### src/rtl/isr_pkg.sv
`timescale 1ns / 1ps
`default_nettype none

package isr_pkg;

   // Width of one stored value
   localparam int unsigned DATA_W = 32;

   // Per-cycle command broadcast to every cell of the chain
   typedef struct packed {
      logic insert;  // place the broadcast value, larger entries move up
      logic shift;   // every cell takes its right neighbor's value, the top cell keeps its own
   } ctrl_type;

endpackage

`default_nettype wire

### src/rtl/isr_cell.sv
`timescale 1ns / 1ps
`default_nettype none

module isr_cell (
   input  wire                               clock,
   input  isr_pkg::ctrl_type                 ctrl,
   input  wire                               occupied,
   input  wire signed [isr_pkg::DATA_W-1:0]  new_value,
   input  wire                               left_gt,
   input  wire signed [isr_pkg::DATA_W-1:0]  left_value,
   input  wire signed [isr_pkg::DATA_W-1:0]  right_value,
   output logic                              gt,
   output logic signed [isr_pkg::DATA_W-1:0] value
);
   import isr_pkg::*;

   logic signed [DATA_W-1:0] value_ff;
   logic signed [DATA_W-1:0] value_in;

   // An empty cell counts as +infinity; strict compare keeps equal values in arrival order
   assign gt = !occupied || (new_value < value_ff);

   // Insert: the first greater cell takes the new value, cells above it take the left one
   always_comb begin
      value_in = value_ff;
      if (ctrl.insert && gt) begin
         value_in = left_gt ? left_value : new_value;
      end else if (ctrl.shift) begin
         value_in = right_value;
      end
   end

   always_ff @(posedge clock) begin
      value_ff <= value_in;
   end

   assign value = value_ff;

endmodule

`default_nettype wire

### config.mk
export PLATFORM = sky130hd
export DESIGN_NAME = isr_cell
export DESIGN_NICKNAME = d
export VERILOG_FILES = /design/src/rtl/isr_pkg.sv /design/src/rtl/isr_cell.sv
export SDC_FILE = /design/constraint.sdc
export NUM_CORES = 1
export LEC_CHECK = 0
export BUFFER_PORTS_ARGS = -buffer_cell sky130_fd_sc_hd__buf_2
export CORE_MARGIN = 2
export CORE_UTILIZATION = 35
export DETAILED_ROUTE_END_ITERATION = 8
export GPL_ROUTABILITY_DRIVEN = 0
export SLEW_MARGIN = 40
export SYNTH_ARGS = -nofsm -noshare
export SYNTH_HDL_FRONTEND = slang
export SYNTH_SLANG_ARGS = --single-unit
### constraint.sdc
create_clock -name clock -period 3.2 [get_ports clock]
set_input_delay 0.32 -clock clock [delete_from_list [all_inputs] [get_ports clock]]
set_output_delay 0.32 -clock clock [all_outputs]
set_load 0.01 [all_outputs]
==> impl_metrics.csv, run 1 <==
group,metric,value,unit
route,drtAntennaViolNets,0,
route,first_pass_iters,6,
yosys,netlist_area,2780,um2
route,vias_per_cell,4.59,
critical_path,path_class,"reg2reg",
yosys,yosysWarnings,0,
global_route,grt_pass1_vias,2168,
critical_path,critPathTopFamily,"compound AO/OA/AOI/OAI gates",
critical_path,crit_cells,9,
critical_path,rrSetupSlack,370,ps
sta,hold_violations,0,
global_route,antenna_found_initial,0,
clocking,clk_pin_slew,70,ps
pwr,powerDensity,420,nW/um2
sta,slew_violations,0,
layout,layout-drive-gt1-share,0.596,
pwr,power,0.00153,W
floorplan,dieArea,8660,um2
clocking,post_cts.repair.setup_buffers,0,
yosys,synth_flop_cell,"edfxtp_1",
floorplan,die_h,93.1,um
place,port_buffers,133,
critical_path,cp-end-kind,"flip-flop",
floorplan,start_util,0.359,
critical_path,worst-endpoint-required,3230,ps
layout,insertedDiodeCount,0,
sta,rsz0062_at_grt,"no",
critical_path,path_buf_inv,2,
clocking,ctsHtreeMaxLevel,2,
sta,clock.fmax,0.354,GHz
yosys,synth.distinct_cells,33,
job,drv_cap,0,
run_status,outcome,"completed",
layout,fin_nets,492,
route,wl_per_cell,13.8,um
floorplan,rows,32,
yosys,syn-num-nets,355,
yosys,ys_ff_latch,32,
layout,largest_reg_flops,32,
critical_path,cp-endpoint,"value[0]",
yosys,synth_edf_count,32,
sta,skew,3.30,ps
clocking,cts_made_buffers,5,
clocking,cts_tree,"done",
route,drc,0,
sta,final.period_utilization,0.884,
pwr,p_leak,1.82,nW
global_route,grt_pass1_wl,10.1,mm
place,place_hpwl,5.24,mm
clocking,cts.path.max_buffers,2,
critical_path,rr_startpoint,"value[19]",
sta,period_minus_slack,2830,ps
clocking,clock_latency,280,ps
route,dr_total_vias,2126,
critical_path,path_cells,"inv_1 > ha_1 > a21oi_1 > o21ai_0 > a221oi_2 > nand4bb_2 > o221ai_4 > buf_4 > mux2_2",
layout,n_fill_cell,765,
critical_path,cp-start-kind,"flip-flop",
sta,hold_ws,333,ps
clocking,cts_sinks,32,
floorplan,ios,134,
global_route,grt_max_degree,33,
sta,tns,0,ps
critical_path,slowest_stage,"a221oi_2",
yosys,syn_avg_cell_area,12.5,um2
clocking,postCtsHoldBufs,0,
sta,tightest_slew,761,ps
critical_path,worst_r2r_path_depth,9,
yosys,postSynthCellCount,223,
critical_path,critPathMaxStageDelay,420,ps
floorplan,dieWidth,93.1,um
global_route,grt_usage,0.149,
critical_path,critPathLaunch,"value[19]",
pwr,vdd_drop_max,175,uV
layout,syn_to_final_growth,30.7,%
yosys,synthArstFlopShare,0,
sta,setup_violations,0,
clocking,ctsResizeCount,0,
route,drt_first_iter_violations,55,
route,wl,6.41,mm
critical_path,arrival,2860,ps
floorplan,core_area,7730,um2
global_route,grt_remaining_overflow,0,
yosys,ys_seq_area_frac,0.346,
critical_path,r2r_end,"value[0]",
sta,maxSlewHeadroom,0.493,
hold_path,hold_class,"in2reg",
clocking,clockRootBuffer,"clkbuf_8",
critical_path,path_max_fanout,9,
-- worst min-delay path by stage --
stage	from	to	slack, ps	cells past startpoint
2_1_floorplan	right_value[10]	value[10]	540	1
3_3_place_gp	right_value[29]	value[29]	620	2
3_5_place_dp	right_value[26]	value[26]	620	2
4_1_cts	right_value[26]	value[26]	320	2
5_1_grt	right_value[30]	value[30]	320	2
6_report	right_value[19]	value[19]	330	2
-- per-stage QoR --
stage / utilization / instances / worst slack [ps] / area [um2]
after global routing: 0.470 / 463 / 201 / 3630
after CTS: 0.470 / 463 / 367 / 3630
after global placement: 0.460 / 455 / 419 / 3550
after floorplan: - / 223 / 362 / 2780
after detailed placement: 0.460 / 455 / 315 / 3550
final: 0.470 / 463 / 371 / 3630
-- worst register-to-register path, stage by stage, from the launching register on --
cell,delay [ps]
edfxtp_1,350
inv_1,50
ha_1,300
a21oi_1,160
o21ai_0,200
a221oi_2,420
nand4bb_2,170
o221ai_4,300
buf_4,280
mux2_2,360
-- where the power goes --
part | leakage [nW] | internal [W] | switching (W)
sequential | 0.323 | 0.000556 | 0.0000345
clock | 0.0399 | 0.000151 | 0.000153
combinational | 1.46 | 0.000333 | 0.000298
-- cell usage in the layout, fill, tap and decap left out, types with 2 or more instances in the layout --
master	instances
clkbuf_8	5
edfxtp_1	32
mux2_2	35
nor2_1	2
inv_1	36
o21ai_0	4
a21o_1	2
mux2_4	29
buf_2	133
buf_4	2
nand2_1	10
buf_12	2
ha_1	31
a21oi_1	11
nand4_1	4
clkbuf_1	2
-- kinds of logic after synthesis --
| kind of cell | Yosys count | share of synthesized area |
|---|---|---|
| mux | 64 | 0.299 |
| compound gates | 29 | 0.0865 |
| buf+inv | 43 | 0.0757 |
| simple gates | 24 | 0.0536 |
| fa+ha+maj | 31 | 0.140 |
| flops | 32 | 0.346 |
-- cells in the mapped netlist (all sizes together), types with 2 or more instances --
| cell type | n | area [um2] |
|---|---|---|
| edfxtp | 32 | 961 |
| nand2 | 10 | 37.5 |
| nand4 | 4 | 25.0 |
| a2111oi | 2 | 37.5 |
| mux2 | 64 | 830 |
| buf | 3 | 60.1 |
| a21oi | 11 | 55.1 |
| inv | 36 | 135 |
| o21ai | 4 | 20.0 |
| nor2 | 2 | 7.51 |
| a21o | 2 | 15.0 |
| nand2b | 2 | 20.0 |
| clkbuf | 4 | 15.0 |
| ha | 31 | 388 |
| o221ai | 2 | 35.0 |
-- metal layers --
layer / global-route usage / wire (um) / share of wire / vias up
li1: - / - / - / 1098
met1: 0.186 / 2780 / 0.43 / 949
met2: 0.255 / 3180 / 0.50 / 71
met3: 0.0290 / 337 / 0.053 / 8
met4: 0.0527 / 101 / 0.016 / 0
met5: 0 / 0 / 0 / -
-- final cells by class --
class                      count  area (um2)  share of cell area
clock inverter                 1        3.75             0.00103
sequential                    32         961               0.265
tap                          102         128              0.0351
clock buffer                   7        76.3              0.0210
multi-input combinational    148        1610               0.442
inverter                      36         135              0.0372
timing repair buffer         137         721               0.198
Power figures use the tool's default switching activity.
==> inputs of run 2 (changes only) <==
--- a/config.mk
+++ b/config.mk
@@ -10,6 +10,8 @@
 export CORE_UTILIZATION = 35
 export DETAILED_ROUTE_END_ITERATION = 8
 export GPL_ROUTABILITY_DRIVEN = 0
+export PLACE_DENSITY = 0.68
+export RECOVER_POWER = 25
 export SLEW_MARGIN = 40
 export SYNTH_ARGS = -nofsm -noshare
 export SYNTH_HDL_FRONTEND = slang
==> impl_metrics.csv, run 2 (synthesis gave the netlist of run 1 again) <==
group,metric,value,unit
floorplan,dieWidth,93.1,um
layout,most-common-layout-cells,"109 x buf_2, 36 x inv_1, 35 x mux2_2",
clocking,postCtsHoldBufs,0,
hold_path,hold_depth,2,
route,first_pass_iters,4,
layout,multi_input_area,1610,um2
sta,slew_violations,0,
sta,period_minus_slack,2810,ps
job,drv_cap,0,
clocking,clockRootBuffer,"clkbuf_8",
critical_path,rr_startpoint,"value[31]",
place,place_hpwl,5.32,mm
layout,instances_no_fill,461,
hold_path,hp-start,"right_value[29]",
sta,clock.fmax,0.356,GHz
critical_path,rrSetupSlack,390,ps
critical_path,cp-end-kind,"flip-flop",
floorplan,dieArea,8660,um2
hold_path,hold_class,"in2reg",
global_route,grt_usage,0.152,
sta,rsz0062_at_grt,"no",
clocking,ctsHtreeMaxLevel,2,
critical_path,slowest_stage,"nor4_2",
critical_path,path_cells,"inv_1 > ha_1 > nand4_1 > nor4_2 > a221oi_2 > a211o_1 > o221ai_4 > buf_4 > mux2_2",
run_status,outcome,"completed",
sta,tightest_slew,768,ps
sta,hold_violations,0,
route,wl,6.45,mm
layout,seqCellArea,961,um2
route,drt_first_iter_violations,67,
clocking,cts_tree,"done",
layout,n_fill_cell,728,
critical_path,r2r_end,"value[0]",
place,port_buffers,133,
clocking,ctsResizeCount,0,
critical_path,arrival,2840,ps
route,dr_total_vias,2160,
critical_path,path_class,"reg2reg",
pwr,powerDensity,416,nW/um2
global_route,grt_pass1_wl,10.3,mm
global_route,grt_remaining_overflow,0,
clocking,clk_pin_slew,60,ps
layout,largest_reg_flops,32,
sta,skew,5.76,ps
critical_path,path_max_fanout,14,
sta,final.period_utilization,0.877,
floorplan,rows,32,
clocking,cts_sinks,32,
route,vias_per_cell,4.69,
layout,fin_nets,493,
pwr,vdd_drop_max,155,uV
floorplan,die_h,93.1,um
global_route,grt_pass1_vias,2186,
clocking,clock_latency,280,ps
layout,syn_to_final_growth,28.6,%
layout,insertedDiodeCount,0,
layout,layout-drive-gt1-share,0.535,
sta,tns,0,ps
route,drc,0,
clocking,cts.path.max_buffers,2,
layout,final_common_cell,"buf_2",
sta,maxSlewHeadroom,0.488,
layout,final_core_util,0.462,
critical_path,cp-start-kind,"flip-flop",
critical_path,critPathMaxStageDelay,380,ps
clocking,cts_made_buffers,5,
floorplan,core_area,7730,um2
critical_path,worst-endpoint-required,3230,ps
global_route,grt_max_degree,33,
critical_path,worst_r2r_path_depth,9,
global_route,antenna_found_initial,0,
clocking,post_cts.repair.setup_buffers,0,
route,drtAntennaViolNets,0,
floorplan,start_util,0.359,
sta,setup_violations,0,
pwr,p_leak,1.75,nW
place,placed_cells,456,
hold_path,whs_endpoint,"value[29]",
floorplan,ios,134,
route,wl_per_cell,14.0,um
==> run 2: cell count changes in the layout (fill, tap and decap cells not counted), sizes merged <==
cell and change:
clkbuf +22, clkinv -1, buf -23
==> run 2: per-stage QoR <==
step           power [W]  area, um2  setup slack, ps  hold slack, ps
2_1_floorplan    0.00103       2780              362             538
3_3_place_gp     0.00122       3530              443             621
3_5_place_dp     0.00123       3530              331             624
4_1_cts          0.00152       3600              375             328
5_1_grt          0.00160       3570              206             326
6_report         0.00149       3570              393             335
==> run 2: final cells by class <==
| class | instances | area share |
|---|---|---|
| sequential | 32 | 0.269 |
| multi-input combinational | 148 | 0.450 |
| clock buffer | 5 | 0.0193 |
| timing repair buffer | 138 | 0.188 |
| inverter | 36 | 0.0378 |
| tap | 102 | 0.0357 |
==> run 2: how the worst max path moves through the flow <==
| stage | startpoint | end | slack [ps] | cells past startpoint |
|---|---|---|---|---|
| after floorplan | value[31] | value[0] | 360 | 9 |
| after global placement | new_value[31] | value[0] | 440 | 9 |
| after detailed placement | new_value[31] | value[0] | 330 | 9 |
| after CTS | value[31] | value[0] | 370 | 9 |
| after global routing | value[31] | value[1] | 210 | 9 |
| final | value[31] | value[0] | 390 | 9 |
==> run 2: per-layer routing <==
layer	up-vias	global-route usage	part of all wire
li1	1096	-	-
met1	985	0.189	0.43
met2	74	0.269	0.51
met3	5	0.0298	0.053
met4	0	0.0368	0.012
met5	-	0	0
==> run 2: power breakdown <==
part | switching, W | internal [W]
sequential | 0.0000365 | 0.000557
combinational | 0.000300 | 0.000313
clock | 0.000141 | 0.000140
total | 0.000477 | 0.00101
==> run 2: worst max-delay path: cells and delay by family (launching register included) <==
| kind | cells | cell delay [ps] |
|---|---|---|
| adder cells (fa/ha/maj) | 1 | 330 |
| AO/OA/AOI/OAI | 3 | 600 |
| AND/OR/NAND/NOR | 2 | 540 |
| buffers and inverters | 2 | 370 |
| flip-flops | 1 | 350 |
| multiplexers | 1 | 360 |
==> inputs of run 3 (changes only) <==
--- a/config.mk
+++ b/config.mk
@@ -10,7 +10,7 @@
 export CORE_UTILIZATION = 35
 export DETAILED_ROUTE_END_ITERATION = 8
 export GPL_ROUTABILITY_DRIVEN = 0
-export PLACE_DENSITY = 0.68
+export PLACE_DENSITY = 0.6
 export RECOVER_POWER = 25
 export SLEW_MARGIN = 40
 export SYNTH_ARGS = -nofsm -noshare
==> constraint.sdc (replaced) <==
create_clock -name clock -period 3.2 [get_ports clock]
set_input_delay 0.32 -clock clock [delete_from_list [all_inputs] [get_ports clock]]
set_output_delay 0.32 -clock clock [all_outputs]
set_load 0.02 [all_outputs]
==> impl_metrics.csv, run 3 (synthesis gave the netlist of run 1 again) <==
group,metric,value,unit
clocking,cts_made_buffers,5,
place,pre_cts_slack,315,ps
sta,final.period_utilization,0.881,
floorplan,ios,134,
job,drv_cap,0,
floorplan,start_util,0.359,
floorplan,dieWidth,93.1,um
critical_path,arrival,2850,ps
critical_path,path_max_fanout,9,
layout,final_common_cell,"buf_2",
floorplan,die_h,93.1,um
route,first_pass_iters,5,
critical_path,path_cells,"inv_1 > ha_1 > a21oi_1 > o21ai_0 > a221oi_2 > nand4bb_2 > o221ai_4 > buf_4 > mux2_2",
floorplan,rows,32,
place,place_hpwl,5.24,mm
sta,hold_violations,0,
global_route,grt_pass1_vias,2168,
sta,tightest_slew,760,ps
hold_path,hold_class,"in2reg",
critical_path,critPathMaxStageDelay,410,ps
pwr,vdd_drop_max,178,uV
sta,rsz0062_at_grt,"no",
pwr,intPower,0.00103,W
route,wl_per_cell,13.9,um
route,drtAntennaViolNets,0,
clocking,cts_sinks,32,
route,vias_per_cell,4.60,
global_route,grt_usage,0.149,
floorplan,dieArea,8660,um2
layout,most-common-layout-cells,"109 x buf_2, 36 x inv_1, 35 x mux2_2",
pwr,switching_power,0.000541,W
clocking,ctsHtreeMaxLevel,2,
critical_path,cp-end-kind,"flip-flop",
global_route,antenna_found_initial,0,
pwr,p_clk_frac,0.195,
sta,clock.fmax,0.355,GHz
run_status,outcome,"completed",
place,placed_cell_area,3550,um2
sta,maxSlewHeadroom,0.493,
sta,setup_violations,0,
layout,final_core_util,0.466,
layout,insertedDiodeCount,0,
layout,fin_nets,492,
clocking,cts.path.max_buffers,2,
layout,layout-drive-gt1-share,0.529,
pwr,p_leak,1.76,nW
sta,tns,0,ps
critical_path,cp-start-kind,"flip-flop",
global_route,grt_remaining_overflow,0,
pwr,comb_power_share,0.428,
route,drc,0,
clocking,cts_tree,"done",
clocking,clk_pin_slew,70,ps
clocking,postCtsHoldBufs,0,
floorplan,core_area,7730,um2
sta,slew_violations,0,
route,dr_total_vias,2131,
global_route,grt_max_degree,33,
clocking,clock_latency,280,ps
clocking,post_cts.repair.setup_buffers,0,
sta,setup_slack,381,ps
pwr,powerDensity,436,nW/um2
pwr,power.share.switching,0.345,
place,port_buffers,133,
layout,stdcell_area,3600,um2
layout,syn_to_final_growth,29.6,%
route,wl,6.42,mm
clocking,ctsResizeCount,0,
route,drt_first_iter_violations,68,
critical_path,path_class,"reg2reg",
global_route,grt_pass1_wl,10.1,mm
layout,largest_reg_flops,32,
clocking,clockRootBuffer,"clkbuf_8",
critical_path,slowest_stage,"a221oi_2",
pwr,p_seq_frac,0.377,
critical_path,worst-endpoint-required,3230,ps
sta,period_minus_slack,2820,ps
sta,skew,4.24,ps
[run 3: cell types whose count changed in the layout (fill, tap and decap cells not counted)]
cell	change
clkbuf_1	+2
buf_4	-3
buf_12	+2
clkinv_1	+1
[run 3: critical path: cells and delay by family (launching register included)]
kind                       cells  cell delay [ps]
AOI/OAI and AO/OA              4             1060
DFF                            1              350
muxes                          1              360
buffers and inverters          2              330
adders and majority gates      1              300
and+or+nand+nor                1              170
[run 3: final cells by class]
type | count | area (um2)
clock buffers | 7 | 76.3
clock inverters | 1 | 3.75
fillers | 771 | 4130
inverters | 36 | 135
multi-input cells | 148 | 1610
flip-flops and latches | 32 | 961
well taps | 102 | 128
repair buffers | 137 | 691
[run 3: power groups by stage]
| stage | clock network (W) | registers [W] | logic (W) |
|---|---|---|---|
| floorplan | 0 | 0.000687 | 0.000402 |
| global placement | 0 | 0.000600 | 0.000686 |
| detailed placement | 0 | 0.000600 | 0.000692 |
| CTS | 0.000315 | 0.000591 | 0.000695 |
| global route | 0.000332 | 0.000601 | 0.000745 |
| finish | 0.000306 | 0.000592 | 0.000671 |
[run 3: final timing paths]
check                   end       startpoint  cells after the start  slack, ps
setup reg to reg   value[0]        value[19]                      9        380
hold / removal    value[19]  right_value[19]                      2        330
setup / recovery   value[0]        value[19]                      9        380
hold reg to reg   value[29]        value[31]                      6       1260
[run 3: layer usage]
metal | global-route usage | wire, um
met1 | 0.186 | 2780
met2 | 0.255 | 3180
met3 | 0.0290 | 354
met4 | 0.0527 | 103
met5 | 0 | 0
[run 3: stage by stage]
step                      power (W)  hold WS (ps)  std cells
after CTS                   0.00160           321        463
after global routing        0.00168           322        463
final                       0.00157           332        463
after floorplan             0.00109           538        223
after global placement      0.00129           622        455
after detailed placement    0.00129           623        455
